File: src/hw/rtl/cir_pkg.sv
package cir_pkg;

    // Fixed point format and field widths.
    localparam int FRAC_BITS       = 32;
    localparam int MAX_PATH_LENGTH = 1048576;
    localparam int REG_W           = 48;
    localparam int RATE_W          = 47;
    localparam int IDX_W           = 20;
    localparam int PLEN_W          = 21;
    localparam int Z_W             = 37;
    localparam int CFG_ADDR_W      = 3;
    localparam int IN_TDATA_W      = 40;
    localparam int OUT_TDATA_W     = 72;

    // Multiplier and square root geometry.
    localparam int MUL_W    = 64;
    localparam int MUL_HALF = MUL_W / 2;
    localparam int PROD_W   = 2 * MUL_W;
    localparam int RAD_W    = MUL_W + FRAC_BITS;
    localparam int ROOT_W   = RAD_W / 2;
    localparam int REM_W    = ROOT_W + 4;
    localparam int SQ_ITERS = ROOT_W / 2;
    localparam int SQ_CNT_W = $clog2(SQ_ITERS);

    localparam logic [61:0]       SAT_BOUND = {1'b1, 61'b0};
    localparam logic [RATE_W-1:0] RATE_MAX  = {RATE_W{1'b1}};

    localparam int LAST_CAP_I = (MAX_PATH_LENGTH - 1 < (1 << IDX_W) - 1) ?
                                (MAX_PATH_LENGTH - 1) : ((1 << IDX_W) - 1);
    localparam logic [PLEN_W-1:0] LAST_CAP = PLEN_W'(LAST_CAP_I);

    // Register indexes on the configuration port.
    localparam logic [CFG_ADDR_W-1:0] REG_INIT_RATE = 3'd0;
    localparam logic [CFG_ADDR_W-1:0] REG_MEAN      = 3'd1;
    localparam logic [CFG_ADDR_W-1:0] REG_KAPPA     = 3'd2;
    localparam logic [CFG_ADDR_W-1:0] REG_SIGMA     = 3'd3;
    localparam logic [CFG_ADDR_W-1:0] REG_DT        = 3'd4;
    localparam logic [CFG_ADDR_W-1:0] REG_PLEN      = 3'd5;

    // Register reset values.
    localparam logic [REG_W-1:0]  RST_INIT_RATE = 48'd429496730;
    localparam logic [REG_W-1:0]  RST_MEAN      = 48'd85899346;
    localparam logic [RATE_W-1:0] RST_KAPPA     = 47'd42949672960;
    localparam logic [RATE_W-1:0] RST_SIGMA     = 47'd257698038;
    localparam logic [RATE_W-1:0] RST_DT        = 47'd429497;
    localparam logic [PLEN_W-1:0] RST_PLEN      = 21'd10000;

    // Operand selection for the shared multiplier.
    typedef logic [2:0] t_mul_sel;
    localparam t_mul_sel MS_VAR   = 3'd0;
    localparam t_mul_sel MS_KDT   = 3'd1;
    localparam t_mul_sel MS_DRIFT = 3'd2;
    localparam t_mul_sel MS_SIG   = 3'd3;
    localparam t_mul_sel MS_DIFF  = 3'd4;

    typedef struct packed {
        logic     in_load;
        logic     restart;
        logic     mul_start;
        t_mul_sel mul_sel;
        logic     sqrt_start;
        logic     sum;
        logic     out_load;
    } t_cmd;

    typedef struct packed {
        logic mul_done;
        logic root_ready;
    } t_stat;

endpackage

File: src/hw/rtl/cir_ctrl.sv
module cir_ctrl import cir_pkg::*; (
    input  logic  i_clk,
    input  logic  i_rst_n,
    input  logic  i_in_valid,
    output logic  o_in_ready,
    input  logic  i_op,
    input  logic  i_out_ready,
    output logic  o_out_valid,
    output t_cmd  o_cmd,
    input  t_stat i_stat
);

    localparam logic [2:0] S_IDLE  = 3'd0;
    localparam logic [2:0] S_VAR   = 3'd1;
    localparam logic [2:0] S_KDT   = 3'd2;
    localparam logic [2:0] S_DRIFT = 3'd3;
    localparam logic [2:0] S_ROOT  = 3'd4;
    localparam logic [2:0] S_SIG   = 3'd5;
    localparam logic [2:0] S_DIFF  = 3'd6;
    localparam logic [2:0] S_OUT   = 3'd7;

    logic [2:0] r_state;
    logic [2:0] n_state;
    logic       r_out_valid;
    logic       n_out_valid;
    t_cmd       cmd;

    always_comb begin
        n_state = r_state;
        cmd     = '0;
        case (r_state)
            S_IDLE: begin
                if (i_in_valid) begin
                    cmd.in_load = 1'b1;
                    cmd.restart = i_op;
                    if (i_op) begin
                        n_state = S_OUT;
                    end else begin
                        cmd.mul_start = 1'b1;
                        cmd.mul_sel   = MS_VAR;
                        n_state       = S_VAR;
                    end
                end
            end
            S_VAR: begin
                // The square root runs beside the two drift products.
                if (i_stat.mul_done) begin
                    cmd.sqrt_start = 1'b1;
                    cmd.mul_start  = 1'b1;
                    cmd.mul_sel    = MS_KDT;
                    n_state        = S_KDT;
                end
            end
            S_KDT: begin
                if (i_stat.mul_done) begin
                    cmd.mul_start = 1'b1;
                    cmd.mul_sel   = MS_DRIFT;
                    n_state       = S_DRIFT;
                end
            end
            S_DRIFT: begin
                if (i_stat.mul_done) begin
                    n_state = S_ROOT;
                end
            end
            S_ROOT: begin
                if (i_stat.root_ready) begin
                    cmd.mul_start = 1'b1;
                    cmd.mul_sel   = MS_SIG;
                    n_state       = S_SIG;
                end
            end
            S_SIG: begin
                if (i_stat.mul_done) begin
                    cmd.mul_start = 1'b1;
                    cmd.mul_sel   = MS_DIFF;
                    n_state       = S_DIFF;
                end
            end
            S_DIFF: begin
                cmd.mul_sel = MS_DIFF;
                if (i_stat.mul_done) begin
                    cmd.sum = 1'b1;
                    n_state = S_OUT;
                end
            end
            S_OUT: begin
                if (!r_out_valid || i_out_ready) begin
                    cmd.out_load = 1'b1;
                    n_state      = S_IDLE;
                end
            end
            default: begin
                n_state = S_IDLE;
            end
        endcase
    end

    assign n_out_valid = cmd.out_load || (r_out_valid && !i_out_ready);

    always_ff @(posedge i_clk) begin
        if (!i_rst_n) begin
            r_state     <= S_IDLE;
            r_out_valid <= 1'b0;
        end else begin
            r_state     <= n_state;
            r_out_valid <= n_out_valid;
        end
    end

    assign o_in_ready  = (r_state == S_IDLE);
    assign o_out_valid = r_out_valid;
    assign o_cmd       = cmd;

endmodule

File: config.mk
export PLATFORM = sky130hd
export DESIGN_NAME = cir_ctrl
export DESIGN_NICKNAME = d
export VERILOG_FILES = /design/src/hw/rtl/cir_pkg.sv /design/src/hw/rtl/cir_ctrl.sv
export SDC_FILE = /design/constraint.sdc
export NUM_CORES = 1
export LEC_CHECK = 0
export ABC_AREA = 1
export BUFFER_PORTS_ARGS = -buffer_cell sky130_fd_sc_hd__buf_2
export CORE_AREA = 2 2 39 41
export CTS_CLUSTER_DIAMETER = 200
export DETAILED_ROUTE_END_ITERATION = 6
export DIE_AREA = 0 0 41 43
export PLACE_DENSITY_LB_ADDON = 0.15
export SYNTH_ARGS = -nofsm -noshare
export SYNTH_HDL_FRONTEND = slang
export SYNTH_SLANG_ARGS = --single-unit
File: constraint.sdc
create_clock -name i_clk -period 1.4 [get_ports i_clk]
set_clock_uncertainty 0.2 [all_clocks]
set_input_delay 0.14 -clock i_clk [delete_from_list [all_inputs] [get_ports i_clk]]
set_output_delay 0.14 -clock i_clk [all_outputs]
set_load 0.01 [all_outputs]
# Word level (Yosys, flattened, before mapping)
# Cells that the tools add are included.
# word_totals
register_bits	4
output_inout_bits	11
wordCells	48
# classes
eq_ne	15
n_reduce_logical	7
n_mux	24
# op_table
operator	n
$mux 3	9
$pmux 3 s8	1
$pmux 3 s6	1
$mux 4	4
$ne 2x2->1 const B	8
$eq 3x3->1 const B	4
$reduce_and 8->1	1
$eq 3x2->1 const B	2
$mux 6	1
$mux 1	5
$mux 5	1
$pmux 1 s5	1
$eq 3x1->1 const B	1
$logic_not 3->1	1
$logic_not 1->1	2
$logic_or 1x1->1	2
$mux 2	1
$logic_and 1x1->1	1

# Depth between registers and ports, before layout
# logic_depth
ltp_word	5
depth_mapped	10

# Least setup slack after synthesis
# Ideal clock, no wire load.
# synth_timing
path_type	reg-to-output
from	register r_state[0]
to	output o_cmd[5] (netlist bit)
path_slack_ns	0.092
t_arrival_ns	0.968
t_required_ns	1.060
stages_incl_launch_ff	6
n_path_buf	1
cell_sequence	dfxtp_1 > buf_6 > clkinv_2 > nor2_1 > nor2_1 > a211oi_1
# synth_rtl
item	line_no	text
start: declaration	cir_ctrl.sv:22	logic [2:0] r_state;
start signal: assignment	cir_ctrl.sv:106	r_state <= n_state;
end: declaration	cir_ctrl.sv:9	output t_cmd o_cmd,

==> out/qor.yml <==
p_per_area_mw_per_mm2: 2100
die_area_mm2: 0.00176
numClockSinks: 4
clk_root_buffer_cell: "clkbuf_4"
insertion_delay_ns: 0.23
dieWidth_um: 41
synth_warnings: 0
hpwl_um: 769
rows: 14
synth_area_leaders: "dfxtp_1 21%, nand2_1 9.9%, nand2_2 9.9%, nor2_1 9.9%, nor2_4 8.9%"
layout_commonest_cell: "buf_2"
synth_area_um2: 380
die_y_um: 43
wl_met1_um: 430
yosysUniqueCellTypes: 20
drtIter0Drc: 2
syn2layout_area_growth_pct: 79.9
violations: "setup timing"
path_cells: "clkinv_4 -> nor2_4 -> nor2_4 -> a211oi_2 -> buf_2"
syn-num-nets: 67
syn_avg_cell_area_um2: 6.34
gp_congestion: 0.664
synth_seq_area_share_pct: 21.1
wl_met2_um: 554
critPathMostFrequentCell: "nor2_4"
crit_required_ns: 1.06
drt-total-wl_mm: 1.05
placed_area_um2: 512
worst_slew_pin_slew_ns: 0.243
start_util_pct: 27.5
critPathLaunchType: "flop"
htree_levels: 1
fmax_mhz: 651
overflow: 0
routed_via_density: 4.53
grt_pass1_wl_mm: 1.74
peakVddDrop_mv: 1.01
slew_headroom_pct: 83.8
cp_max_fo: 6
grtUsageTotal_pct: 14.5
cp_slowest_cell: "dfxtp_4"
yosysTopAreaCellShare_pct: 21.1
clk_pin_slew_ns: 0.04
drive_gt1_share_pct: 67.8
rsz0062_at_grt: "yes"
crit_type: "flop to output pin"
max_cap_viol_count: 0
total_power_mw: 1.44
max_stage_delay_ns: 0.39
antenna_found_initial: 0
drc: 0
leakage_nw: 0.343
tritoncts: "built"
period_minus_slack_ns: 1.54
syn-instance-count: 60
finalCritPeriodShare_pct: 110
final_cell_mix: "17 x buf_2, 9 x nand2_1, 7 x nor2_4, 7 x buf_4, 6 x nor2_1"
routedWlPerCell_um: 9.93
met3_length_um: 62
cts_buffers: 3
fin_cells: 106
fin_ws_ns: -0.135
end_kind: "output pin"
num_io_pins: 18
ctsLongestPathBuffers: 2
num_vias: 480
arrival_ns: 1.20
grt_max_degree: 9
utilization_pct: 49.5
stdcell_area_um2: 684
core_mm2: 0.00138
grt_pass1_vias: 436
port_buffers: 17
dp_cells: 97
status: "finished with violations"
hold_class: "input pin to flop"
finalHoldViolCount: 0
diodes: 0
top_layer: "met4"
slew_viol_final: 0
detail-route-antenna-nets: 0
dr.pass1.iters: 2
finalSetupViolCount: 8
yosysTopAreaCell: "dfxtp_1"
num-nets-final: 99
ys_ff_latch: 4
[synthesized netlist by cell type]
cell and n:
inv_1 4, o211ai_1 1, nand2_1 10, o21ai_1 2
nor2_4 3, a211oi_1 1, nor3_1 1, nand2_2 6
a21oi_2 1, o21ai_0 1, buf_6 1, nor2_2 3
o21a_1 1, dfxtp_1 4, nand3_1 5, nor2_1 10
clkinv_2 1, nor4_1 1, inv_2 3, nand3_2 1
[state kept, by name, indices dropped and copies added (netlist names)]
name         flops
r_state          3
o_out_valid      1
[final timing paths]
check	start	to	slack (ns)	cells past startpoint
max	r_state[0]	o_cmd[5]	-0.14	5
min	i_out_ready	o_out_valid	0.07	3
max reg2reg	r_state[0]	r_state[1]	0.01	9
min reg2reg	r_state[2]	r_state[2]	0.43	2
[report_power, final]
group | internal [mW] | switching [mW] | total, mW
Sequential | 0.174 | 0.0808 | 0.255
Clock | 0.0958 | 0.0457 | 0.142
Combinational | 0.462 | 0.576 | 1.04
[routing by layer]
layer  GRT usage, %  up-vias
met5              0        -
met4           10.0        0
met3           1.57        2
met2           21.6       13
met1           18.3      210
li1               -      255
[area by class of cell]
class | count | area (µm²)
fill | 156 | 699
sequential | 4 | 88.8
tap | 16 | 20.0
multi-input combinational | 47 | 334
clock buffer | 3 | 22.5
timing repair buffer | 28 | 181
inverter | 8 | 37.5
[through the flow]
step | setup slack, ns | hold slack, ns | setup TNS (ns)
global route | -0.207 | 0.0816 | -1.47
floorplan | 0.0922 | 0.0575 | 0
detailed placement | -0.0136 | 0.202 | -0.0136
finish | -0.135 | 0.0725 | -0.634
CTS | -0.124 | 0.0652 | -0.625
global placement | 0.0168 | 0.202 | 0
[repair_timing]
item,in CTS,in global routing
endpoints found under the hold margin,4,0
pin swaps,3,4
setup buffers,2,3
setup endpoints to repair,10,13
hold buffers,1,0
gates resized for setup,19,8
[cells by family after synthesis]
kind of cell / after synthesis / synth area share, %
AND/OR/NAND/NOR: 40 / 55.6
buffers and inverters: 9 / 11.2
AO/OA/AOI/OAI: 7 / 12.2
flip-flops: 4 / 21.1
[worst max-delay path, delay by kind of cell (launching register included)]
kind | cells | cell delay [ns]
flops | 1 | 0.39
compound gates | 1 | 0.17
buf+inv | 2 | 0.23
simple gates | 2 | 0.17
Note: power is estimated with default switching activity, not from simulation.
